File: config.mk
export PLATFORM = sky130hd
export DESIGN_NAME = pbtl_div
export DESIGN_NICKNAME = d
export VERILOG_FILES = /design/src/hw/rtl/pbtl_pkg.sv /design/src/hw/rtl/pbtl_div.sv
export SDC_FILE = /design/constraint.sdc
export NUM_CORES = 1
export LEC_CHECK = 0
export ABC_AREA = 0
export BUFFER_PORTS_ARGS = -buffer_cell sky130_fd_sc_hd__buf_2
export CAP_MARGIN = 40
export CORE_MARGIN = 4
export CORE_UTILIZATION = 52
export CTS_CLUSTER_SIZE = 24
export DETAILED_ROUTE_END_ITERATION = 16
export PLACE_DENSITY = 0.81
export SETUP_SLACK_MARGIN = 0.3
export SLEW_MARGIN = 5
export SYNTH_ARGS = -nofsm -noshare
export SYNTH_HDL_FRONTEND = slang
export SYNTH_SLANG_ARGS = --single-unit
export TNS_END_PERCENT = 50
File: constraint.sdc
create_clock -name clock -period 5.64 [get_ports clock]
set_input_delay 1.128 -clock clock [delete_from_list [all_inputs] [get_ports clock]]
set_output_delay 1.128 -clock clock [all_outputs]
set_load 0.01 [all_outputs]
File: src/hw/rtl/pbtl_pkg.sv
// shared types and constants for the polar table lookup
// no dependencies
package pbtl_pkg;
   localparam logic [1:0] KIND_WR_ANGLE = 2'd0;
   localparam logic [1:0] KIND_WR_WIND  = 2'd1;
   localparam logic [1:0] KIND_WR_CELL  = 2'd2;
   localparam logic [1:0] KIND_QUERY    = 2'd3;

   localparam logic [1:0] CSR_READY = 2'd0;
   localparam logic [1:0] CSR_ROWS  = 2'd1;
   localparam logic [1:0] CSR_COLS  = 2'd2;

   typedef struct packed {
      logic [1:0]         kind;
      logic [4:0]         row;
      logic [3:0]         col;
      logic signed [15:0] angle;
      logic [15:0]        wind;
      logic [15:0]        cell_speed;
   } req_type;

   typedef struct packed {
      logic [15:0] speed;
      logic        valid_res;
   } rsp_type;

   // divider handshake
   typedef struct packed {
      logic        start;
      logic [16:0] num;
      logic [16:0] den;
   } div_cmd_type;

   typedef struct packed {
      logic        done;
      logic [16:0] quot;
   } div_res_type;
endpackage

File: src/hw/rtl/pbtl_div.sv
// restoring divider forming a clamped Q1.16 fraction num/den, one bit a cycle
// depends on pbtl_pkg
module pbtl_div (
   input  logic                 clock,
   input  logic                 reset,
   input  pbtl_pkg::div_cmd_type cmd,
   output pbtl_pkg::div_res_type res
);
   import pbtl_pkg::*;

   logic [33:0] rem_ff, rem_in;
   logic [16:0] den_ff, den_in;
   logic [16:0] quot_ff, quot_in;
   logic [4:0]  cnt_ff, cnt_in;
   logic        busy_ff, busy_in;
   logic        done_ff, done_in;
   logic        zero_ff, zero_in;
   logic [34:0] trial;

   // numerator is (num << 16), shifted in msb first; 17 quotient bits cover 65536
   always_comb begin
      rem_in  = rem_ff;
      den_in  = den_ff;
      quot_in = quot_ff;
      cnt_in  = cnt_ff;
      busy_in = busy_ff;
      zero_in = zero_ff;
      done_in = 1'b0;
      trial   = '0;
      if (cmd.start) begin
         rem_in  = {cmd.num, 17'd0};
         den_in  = cmd.den;
         quot_in = '0;
         cnt_in  = 5'd0;
         busy_in = 1'b1;
         zero_in = (cmd.den == 17'd0) || (cmd.num == 17'd0);
      end else if (busy_ff) begin
         trial = {1'b0, rem_ff[33:17], 17'd0} - {1'b0, den_ff, 17'd0};
         if (!trial[34]) begin
            rem_in  = {trial[32:17], rem_ff[16:0], 1'b0};
            quot_in = {quot_ff[15:0], 1'b1};
         end else begin
            rem_in  = {rem_ff[32:0], 1'b0};
            quot_in = {quot_ff[15:0], 1'b0};
         end
         // carry of the shifted remainder is absorbed since rem < den before shift
         cnt_in = cnt_ff + 5'd1;
         if (cnt_ff == 5'd16) begin
            busy_in = 1'b0;
            done_in = 1'b1;
         end
      end
   end

   always_ff @(posedge clock) begin
      if (reset) begin
         busy_ff <= 1'b0;
         done_ff <= 1'b0;
         cnt_ff  <= '0;
      end else begin
         busy_ff <= busy_in;
         done_ff <= done_in;
         cnt_ff  <= cnt_in;
      end
      rem_ff  <= rem_in;
      den_ff  <= den_in;
      quot_ff <= quot_in;
      zero_ff <= zero_in;
   end

   always_comb begin
      res.done = done_ff;
      if (zero_ff) begin
         res.quot = '0;
      end else if (quot_ff > 17'd65536) begin
         res.quot = 17'd65536;
      end else begin
         res.quot = quot_ff;
      end
   end
endmodule

==> flow_metrics.py, run 1 <==
metrics = {
    "die": {
        "die_w_um": 88.7,
        "num_io_pins": 55,
        "die-area_um2": 7860,
        "initial_core_util_pct": 53.3,
        "core-area_um2": 6350,
        "rows": 29,
        "die_h_um": 88.7,
    },
    "sta": {
        "setup_ws_ns": 2.38,
        "setup_violations": 0,
        "slew_headroom_pct": 41.0,
        "fin_hold_ws_ns": 0.502,
        "final_max_slew_viol_count": 0,
        "period_needed_ns": 3.26,
        "skew_ns": 0.00828,
        "finalCritPeriodShare_pct": 57.9,
        "rsz0062_at_grt": "no",
        "finalHoldViolations": 0,
        "fin_tns_setup_ns": 0,
        "tightest_slew_ns": 0.885,
        "timing.fmax_mhz": 306,
    },
    "power_and_ir_drop": {
        "power_leakage_nw": 1.68,
        "p_per_area_nw_per_um2": 344,
        "ir_drop_mv": 0.207,
    },
    "setup_path": {
        "startpoint_type": "flop",
        "end_kind": "output pin",
        "r2r-end": "rem_ff[33]$_DFFE_PP_",
        "reg2reg_depth": 7,
        "critical-path-max-stage-delay_ns": 0.61,
        "path_class": "reg2out",
        "worst_path_max_delay_cell": "a21oi_1",
        "critPathTopFamily": "simple AND/OR/NAND/NOR gates",
        "critPathMaxFanout": 16,
        "worstPathCellList": "nor4_1, nand4_1, a21oi_1, and2_1, buf_2",
        "crit_arrival_ns": 2.14,
        "r2r-start": "rem_ff[31]$_DFFE_PP_",
        "rrSetupSlack_ns": 2.66,
        "worstPathRequired_ns": 4.51,
        "cp_num_buf_inv": 1,
    },
    "yosys": {
        "synth_edf_count": 35,
        "synth_top_area_cell": "edfxtp_1",
        "synth.top_cell.area_share_pct": 31.1,
        "synth_cell_types": 51,
        "synth_warnings": 0,
        "ys_async_sr_fraction_pct": 0,
        "synth_area_leaders": "edfxtp_1 (31%), dfxtp_1 (14%), ha_1 (7.0%)",
        "syn_area_per_cell_um2": 10.0,
        "synth_fp_nets": 395,
        "synthesis.area_um2": 3380,
        "synthTopCellsByCount": "nor2_1 (41), edfxtp_1 (35), dfxtp_1 (24), inv_1 (24)",
        "ys.flop_type": "edfxtp_1",
        "ys_seq_elements": 59,
        "synth_most_common_cell": "nor2_1",
        "synth_cells": 338,
        "yosysSeqAreaShare_pct": 45.2,
    },
    "global_routing": {
        "track_usage_pct": 20.1,
        "antenna_found_initial": 0,
        "grt_first_pass_wirelength_mm": 12.0,
        "grt_max_degree": 60,
        "overflow": 0,
        "grt_pass1_vias": 2562,
    },
    "job": {
        "maxCapViolCount": 0,
    },
    "clocking": {
        "ctsHoldBuffers": 0,
        "tritoncts": "yes",
        "cts.repair.resized": 0,
        "clk_path_buf_depth": 2,
        "clock-sinks": 59,
        "postCtsSetupBuffers": 0,
        "clk_pin_slew_ns": 0.07,
        "clk-insertion-delay-late_ns": 0.34,
        "htree_num_levels": 3,
        "cts-root-buf": "clkbuf_8",
        "cts_buffers": 9,
    },
    "worst_hold_path": {
        "hold_class": "reg2reg",
        "worstHoldPathCells": 2,
        "holdPathEnd": "done_ff$_SDFF_PP0_",
        "min_from": "cnt_ff[4]$_SDFFE_PP0P_",
    },
    "drt": {
        "drc": 0,
        "vias_per_cell": 5.65,
        "vias": 2676,
        "ant_nets": 0,
        "drt_wl_total_mm": 7.37,
        "drt_iter0_drc": 228,
        "dr.pass1.iters": 4,
        "wl_per_cell_um": 15.5,
    },
    "place": {
        "dp_hpwl_mm": 5.35,
        "gp_congestion": 0.909,
        "post-place-ws_ns": 2.67,
        "portBuffers": 54,
    },
    "final_layout": {
        "area_growth_pct": 15.5,
        "antennaDiodeCount": 0,
        "drive_above_1_share_pct": 21.2,
        "layout.nets": 449,
    },
    "run_status": {
        "status": "complete, no violations",
    },
}
==> how the worst max path moves through the flow <==
stage	start	end	cells past startpoint
after global placement	rem_ff[31]$_DFFE_PP_	rem_ff[33]$_DFFE_PP_	7
final	quot_ff[3]$_SDFFE_PP0P_	res[3]	5
after floorplan	rem_ff[17]$_SDFFCE_PN0P_	rem_ff[26]$_DFFE_PP_	11
after detailed placement	rem_ff[31]$_DFFE_PP_	rem_ff[33]$_DFFE_PP_	7
after CTS	quot_ff[3]$_SDFFE_PP0P_	res[11]	5
after global routing	quot_ff[3]$_SDFFE_PP0P_	res[11]	5
==> per-stage QoR <==
step	power [mW]	cells	instance area (µm²)	utilization [%]
after global routing	1.43	474	3910	61.6
after detailed placement	0.954	458	3710	58.4
after CTS	1.35	474	3910	61.6
final	1.34	474	3910	61.6
after global placement	0.942	457	3690	58.1
after floorplan	0.874	338	3380	-
==> cell type report <==
cell class | count | area [µm²]
Inverter | 25 | 93.8
Tap cell | 77 | 96.3
Timing Repair Buffer | 56 | 293
Multi-Input combinational cell | 241 | 1690
Clock buffer | 12 | 178
Sequential cell | 59 | 1530
Clock inverter | 4 | 26.3
Fill cell | 533 | 2440
==> cell families (layout without fill, tap and decap cells) <==
family,after synthesis,after routing,share of synthesized area [%]
compound gates,62,62,14.4
xor+xnor,15,15,3.88
fa+ha+maj,20,20,7.62
buf+inv,38,97,4.77
flops,59,59,45.2
mux,22,22,6.54
simple gates,122,122,17.5
==> registers in the layout (all words and copies together), names as in the netlist <==
register and flops:
busy_ff 1, cnt_ff 5, den_ff 17, done_ff 1, quot_ff 17, rem_ff 17, zero_ff 1
==> cells in the final DEF, fill, tap and decap left out, types with 2 or more instances in the layout <==
cell type  count
nand4_1        5
a21oi_2        2
a221o_1        2
ha_1          19
nor3_1         3
o21a_1         2
buf_2         54
a211oi_1       3
a21o_1         3
xnor2_1        5
and2_1        19
mux2i_1       21
xor2_1        10
o21ai_1        6
nand2_1       21
and3_1         3
nor2_1        41
a31oi_4        3
nand3_1       12
o31ai_2        2
nor2b_1        2
o311ai_1       4
o21ai_0        5
a21oi_1       16
clkbuf_8       9
edfxtp_1      35
clkbuf_16      2
inv_4          2
dfxtp_1       24
nor4_1        11
inv_1         24
a31oi_1        3
==> power by group <==
part	internal [mW]	switching, mW	leakage, nW
clock network	0.214	0.178	0.108
registers	0.509	0.0276	0.543
logic	0.172	0.244	1.03
total	0.895	0.449	1.68
==> worst min-delay path: stages (launching register included) <==
cell     delay (ns)
dfxtp_1        0.32
nand3_1        0.09
nor3_1         0.05
==> routing by layer <==
layer,track usage [%],share of wire [%]
met5,0,0
met4,6.32,1.3
met3,6.05,6.1
met2,30.9,46
met1,27.3,46
Power figures use the tool's default switching activity.
==> inputs of run 2 (changes only) <==
--- a/config.mk
+++ b/config.mk
@@ -5,14 +5,14 @@
 export SDC_FILE = /design/constraint.sdc
 export NUM_CORES = 1
 export LEC_CHECK = 0
-export ABC_AREA = 0
+export ABC_AREA = 1
 export BUFFER_PORTS_ARGS = -buffer_cell sky130_fd_sc_hd__buf_2
 export CAP_MARGIN = 40
 export CORE_MARGIN = 4
 export CORE_UTILIZATION = 52
 export CTS_CLUSTER_SIZE = 24
 export DETAILED_ROUTE_END_ITERATION = 16
-export PLACE_DENSITY = 0.81
+export PLACE_DENSITY = 0.84
 export SETUP_SLACK_MARGIN = 0.3
 export SLEW_MARGIN = 5
 export SYNTH_ARGS = -nofsm -noshare
==> constraint.sdc (replaced) <==
create_clock -name clock -period 2.7 [get_ports clock]
set_input_delay 0.54 -clock clock [delete_from_list [all_inputs] [get_ports clock]]
set_output_delay 0.54 -clock clock [all_outputs]
set_load 0.01 [all_outputs]
==> flow_metrics.py, run 2 <==
metrics = {
    "setup_path": {
        "critPathTopFamily": "simple AND/OR/NAND/NOR gates",
        "critPathMaxFanout": 9,
        "rrSetupSlack_ns": 0.47,
        "worst_path_max_delay_cell": "nor4_2",
        "path_class": "reg2out",
        "cp_num_buf_inv": 2,
        "startpoint_type": "flop",
        "worstPathCellList": "nor4_2, a31oi_4, buf_4, nor3_1, buf_2",
        "critical-path-max-stage-delay_ns": 0.37,
        "crit_arrival_ns": 1.74,
        "reg2reg_depth": 11,
        "cp-startpoint": "quot_ff[8]$_SDFFE_PP0P_",
        "end_kind": "output pin",
        "worstPathRequired_ns": 2.16,
        "r2r-end": "rem_ff[26]$_DFFE_PP_",
        "r2r-start": "rem_ff[17]$_SDFFCE_PN0P_",
    },
    "global_routing": {
        "grt_pass1_vias": 3489,
        "overflow": 0,
        "grt_first_pass_wirelength_mm": 15.4,
        "antenna_found_initial": 0,
        "grt_max_degree": 33,
        "track_usage_pct": 22.8,
    },
    "power_and_ir_drop": {
        "power_leakage_nw": 2.16,
        "ir_drop_mv": 0.399,
        "p_per_area_nw_per_um2": 683,
        "fin_total_pwr_mw": 2.97,
    },
    "job": {
        "maxCapViolCount": 0,
    },
    "yosys": {
        "synth_most_common_cell": "nand2_1",
        "synth_edf_count": 35,
        "synth_fp_nets": 543,
        "syn_area_per_cell_um2": 7.58,
        "synthTopCellsByCount": "nand2_1 (124), inv_1 (96), nand3_1 (43), edfxtp_1 (35), dfxtp_1 (24)",
        "synth_area_leaders": "edfxtp_1 (29%), dfxtp_1 (13%), nand2_1 (13%)",
        "synthesis.area_um2": 3680,
        "synth_warnings": 0,
        "synth_cell_types": 35,
        "ys.flop_type": "edfxtp_1",
        "yosysSeqAreaShare_pct": 41.6,
        "ys_async_sr_fraction_pct": 0,
        "synth_cells": 486,
        "ys_seq_elements": 59,
        "synth_top_area_cell": "edfxtp_1",
        "synth.top_cell.area_share_pct": 28.5,
    },
    "drt": {
        "wl_per_cell_um": 14.6,
        "vias_per_cell": 5.32,
        "dr.pass1.iters": 5,
        "drt_iter0_drc": 363,
        "ant_nets": 0,
        "drc": 0,
        "vias": 3445,
        "drt_wl_total_mm": 9.44,
    },
    "clocking": {
        "clk-insertion-delay-late_ns": 0.34,
        "clock-sinks": 59,
        "cts_buffers": 9,
        "clk_pin_slew_ns": 0.07,
        "clk_path_buf_depth": 2,
        "cts-root-buf": "clkbuf_8",
        "ctsHoldBuffers": 0,
        "htree_num_levels": 3,
        "tritoncts": "yes",
    },
    "final_layout": {
        "final_cell_mix": "nand2_1 (124), inv_1 (96), buf_2 (54)",
        "layout.nets": 603,
        "drive_above_1_share_pct": 17.2,
        "top_regs": "den_ff x17, quot_ff x17, rem_ff x17",
        "antennaDiodeCount": 0,
        "fin_cells": 647,
        "area_growth_pct": 18.1,
        "layout_commonest_cell": "nand2_1",
    },
    "sta": {
        "tightest_slew_ns": 0.668,
        "skew_ns": 0.00669,
        "final_max_slew_viol_count": 0,
        "finalHoldViolations": 0,
        "rsz0062_at_grt": "yes",
        "finalCritPeriodShare_pct": 84.5,
        "slew_headroom_pct": 55.4,
        "setup_violations": 0,
        "fin_tns_setup_ns": 0,
        "period_needed_ns": 2.28,
        "timing.fmax_mhz": 439,
    },
    "worst_hold_path": {
        "min_from": "cmd[14]",
        "holdPathEnd": "den_ff[14]$_DFFE_PP_",
        "worstHoldPathCells": 1,
        "hold_class": "in2reg",
    },
    "place": {
        "dp_hpwl_mm": 6.56,
        "dp.cells": 628,
        "gp_congestion": 0.998,
        "portBuffers": 54,
    },
    "die": {
        "rows": 30,
        "num_io_pins": 55,
        "die_h_um": 92.2,
        "core-area_um2": 6830,
        "die_w_um": 92.2,
        "die-area_um2": 8500,
        "initial_core_util_pct": 53.9,
    },
    "run_status": {
        "status": "complete, no violations",
    },
}
[run 2: changes by cell type in the layout (fill, tap and decap cells not counted), sizes merged, moves of 6 or more]
cell,before,now
a21oi,18,12
xor2,10,3
nand3b,0,7
nand2,21,130
nand4,5,11
inv,28,96
nor2,41,25
nor3,3,21
mux2i,21,0
and2,19,2
o22ai,0,16
nand3,12,46
[run 2: timing repair]
item,4_1_cts,5_1_grt
setup endpoints to repair,0,22
buffers inserted,0,3
resized for setup,0,9
[run 2: cells by family after synthesis]
kind of cell             Yosys count  share of synthesized area [%]
XOR/XNOR                           8                           1.90
adder cells (fa/ha/maj)           20                           6.99
buffers and inverters            109                           11.8
AO/OA/AOI/OAI                     39                           6.11
flip-flops                        59                           41.6
AND/OR/NAND/NOR                  251                           31.6
[run 2: worst register-to-register path, cell delays in order (launching register included)]
cell and delay (ns):
edfxtp_1 0.35, inv_1 0.09, ha_1 0.16, inv_1 0.09, fa_2 0.39, nand3_1 0.11
nand3_2 0.12, a21oi_1 0.27, xor2_1 0.21, nand2_1 0.07, nand3_1 0.07, nand2_1 0.05
[run 2: through the flow]
step	area (µm²)	hold slack [ns]	utilization [%]	setup slack, ns
floorplan	3680	0.469	-	0.731
finish	4350	0.382	63.7	0.420
detailed placement	4050	0.511	59.2	0.426
global route	4350	0.368	63.7	0.265
CTS	4280	0.378	62.6	0.305
global placement	4040	0.484	59.1	0.486
[run 2: final cells by class]
class | instances | area [µm²]
Clock buffer | 15 | 219
Inverter | 97 | 364
Timing Repair Buffer | 61 | 335
Multi-Input combinational cell | 318 | 1770
Fill cell | 554 | 2480
Tap cell | 96 | 120
Clock inverter | 1 | 8.76
Sequential cell | 59 | 1530
[run 2: where the power goes]
group	total (mW)	switching [mW]	internal [mW]
logic	0.996	0.628	0.368
clock network	0.884	0.361	0.523
registers	1.09	0.0421	1.05
total	2.97	1.03	1.94
[run 2: how the worst max path moves through the flow]
| stage | to | slack (ns) | depth (start not counted) |
|---|---|---|---|
| after floorplan | rem_ff[26]$_DFFE_PP_ | 0.73 | 11 |
| after global placement | rem_ff[32]$_DFFE_PP_ | 0.49 | 14 |
| after detailed placement | rem_ff[32]$_DFFE_PP_ | 0.43 | 14 |
| after CTS | res[5] | 0.31 | 7 |
| after global routing | res[0] | 0.26 | 5 |
| final | res[5] | 0.42 | 5 |
[run 2: metal layers]
| metal | up-vias | track usage, % | part of all wire [%] |
|---|---|---|---|
| met5 | - | 0 | 0 |
| met4 | 0 | 8.04 | 2.7 |
| met3 | 32 | 5.82 | 5.2 |
| met2 | 104 | 41.1 | 51 |
| met1 | 1596 | 25.9 | 41 |
| li1 | 1713 | - | - |
==> inputs of run 3 (changes only) <==
==> constraint.sdc (replaced) <==
create_clock -name clock -period 1.9 [get_ports clock]
set_input_delay 0.38 -clock clock [delete_from_list [all_inputs] [get_ports clock]]
set_output_delay 0.38 -clock clock [all_outputs]
set_load 0.01 [all_outputs]
==> flow_metrics.py, run 3 (same netlist as run 2, synthesis figures left out) <==
metrics = {
    "place": {
        "dp.cells": 670,
        "portBuffers": 54,
        "dpl-instance-area_um2": 4510,
        "dp_hpwl_mm": 7.59,
        "gp_congestion": 0.983,
    },
    "power_and_ir_drop": {
        "power_leakage_nw": 2.53,
        "comb_power_share_pct": 48.9,
        "internal_power_mw": 3.11,
        "seq_power_share_pct": 31.1,
        "p_per_area_nw_per_um2": 975,
        "clkPwrFrac_pct": 20.0,
        "p_switching_mw": 2.07,
        "fin_total_pwr_mw": 5.18,
        "ir_drop_mv": 0.646,
        "power.share.switching_pct": 40.0,
    },
    "die": {
        "die-area_um2": 8500,
        "rows": 30,
        "die_h_um": 92.2,
        "die_w_um": 92.2,
        "initial_core_util_pct": 53.9,
        "core-area_um2": 6830,
        "num_io_pins": 55,
    },
    "setup_path": {
        "worstPathRequired_ns": 2.00,
        "critPathMaxFanout": 3,
        "cp_num_buf_inv": 2,
        "crit_arrival_ns": 2.38,
        "critPathTopFamily": "simple AND/OR/NAND/NOR gates",
        "path_class": "reg2reg",
        "startpoint_type": "flop",
        "crit_top_cell": "nand2_1",
        "worst_path_max_delay_cell": "edfxtp_1",
        "worstPathCellList": "ha_4, buf_4, nand2_1, inv_1, nand2_1, nand2_1, a21oi_4, xor2_2, nand2_1, nand3_1, nand2_1",
        "critical-path-max-stage-delay_ns": 0.44,
        "end_kind": "flop",
    },
    "sta": {
        "setup_violations": 33,
        "slew_headroom_pct": 41.7,
        "rsz0062_at_grt": "yes",
        "final_max_slew_viol_count": 0,
        "setup_ws_ns": -0.381,
        "tightest_slew_ns": 0.874,
        "fin_tns_setup_ns": -7.18,
        "timing.fmax_mhz": 438,
        "skew_ns": 0.0151,
        "finalCritPeriodShare_pct": 120,
        "finalHoldViolations": 0,
        "period_needed_ns": 2.28,
    },
    "final_layout": {
        "final_cell_mix": "nand2_1 (102), inv_1 (80), buf_2 (54)",
        "multiInputGateArea_um2": 2290,
        "nFillCells": 366,
        "register_area_um2": 1530,
        "layout.nets": 662,
        "top_regs": "den_ff x17, quot_ff x17, rem_ff x17",
        "fin_cells": 706,
        "drive_above_1_share_pct": 42.3,
        "layout_commonest_cell": "nand2_1",
        "area_growth_pct": 44.2,
        "antennaDiodeCount": 0,
        "final_area_um2": 5310,
    },
    "run_status": {
        "status": "finished, violations left",
        "violations": "setup timing",
    },
    "drt": {
        "wl_per_cell_um": 20.0,
        "drt_wl_total_mm": 14.1,
        "ant_nets": 0,
        "vias_per_cell": 6.05,
        "drc": 0,
        "dr.pass1.iters": 6,
        "drt_iter0_drc": 549,
        "vias": 4274,
    },
    "worst_hold_path": {
        "hold_class": "in2reg",
    },
    "global_routing": {
        "grt_pass1_vias": 4059,
        "overflow": 0,
        "grt_most_used_layer": "met2",
        "grt_first_pass_wirelength_mm": 19.1,
        "grt_max_degree": 33,
        "use_met2_pct": 49.3,
        "antenna_found_initial": 0,
        "track_usage_pct": 28.5,
        "met1_usage_pct": 32.1,
        "met3_usage_pct": 6.73,
    },
    "clocking": {
        "tritoncts": "yes",
        "cts_buffers": 9,
        "htree_num_levels": 3,
        "cts-root-buf": "clkbuf_8",
        "ctsHoldBuffers": 0,
        "clock-sinks": 59,
        "clk_pin_slew_ns": 0.08,
        "clk_path_buf_depth": 2,
        "clk-insertion-delay-late_ns": 0.36,
    },
    "job": {
        "maxCapViolCount": 0,
    },
}
run 3: repair_timing:
item / 4_1_cts / 5_1_grt
buffers inserted: 13 / 5
pin swaps: 24 / 40
cloned: 2 / 0
gates resized for setup: 54 / 66
endpoints found under the setup margin: 34 / 34
run 3: final timing paths:
check | cells after the start | startpoint | slack (ns) | endpoint
setup / recovery | 11 | rem_ff[23]$_DFFE_PP_ | -0.38 | rem_ff[26]$_DFFE_PP_
setup reg to reg | 11 | rem_ff[23]$_DFFE_PP_ | -0.38 | rem_ff[26]$_DFFE_PP_
hold reg to reg | 2 | quot_ff[3]$_SDFFE_PP0P_ | 0.52 | quot_ff[3]$_SDFFE_PP0P_
hold / removal | 1 | cmd[11] | 0.21 | den_ff[11]$_DFFE_PP_
run 3: power by group through the flow:
stage / Clock [mW] / Sequential, mW / Combinational, mW
2_1_floorplan: 0 / 1.58 / 1.14
3_3_place_gp: 0 / 1.60 / 1.67
3_5_place_dp: 0 / 1.61 / 1.73
4_1_cts: 1.01 / 1.59 / 1.97
5_1_grt: 1.10 / 1.61 / 2.66
6_report: 1.04 / 1.61 / 2.53
run 3: final cells by class:
class	count	area share, %
Clock buffer	11	2.66
Timing Repair Buffer	119	15.7
Clock inverter	5	0.542
Inverter	97	6.85
Sequential cell	59	28.8
Tap cell	96	2.26
Multi-Input combinational cell	319	43.2
run 3: layer usage:
metal	share of wire (%)	vias to the layer above	wire [µm]
li1	-	1830	-
met1	36	1990	5140
met2	47	359	6640
met3	10	95	1480
met4	6.0	0	846
met5	0	-	0
run 3: stage by stage:
step | hold slack, ns | utilization [%] | setup WS, ns
after global routing | 0.204 | 77.8 | -0.439
final | 0.206 | 77.8 | -0.381
after CTS | 0.207 | 73.4 | -0.164
after global placement | 0.486 | 66.0 | -0.111
after floorplan | 0.469 | - | 0.0421
after detailed placement | 0.506 | 66.0 | -0.200
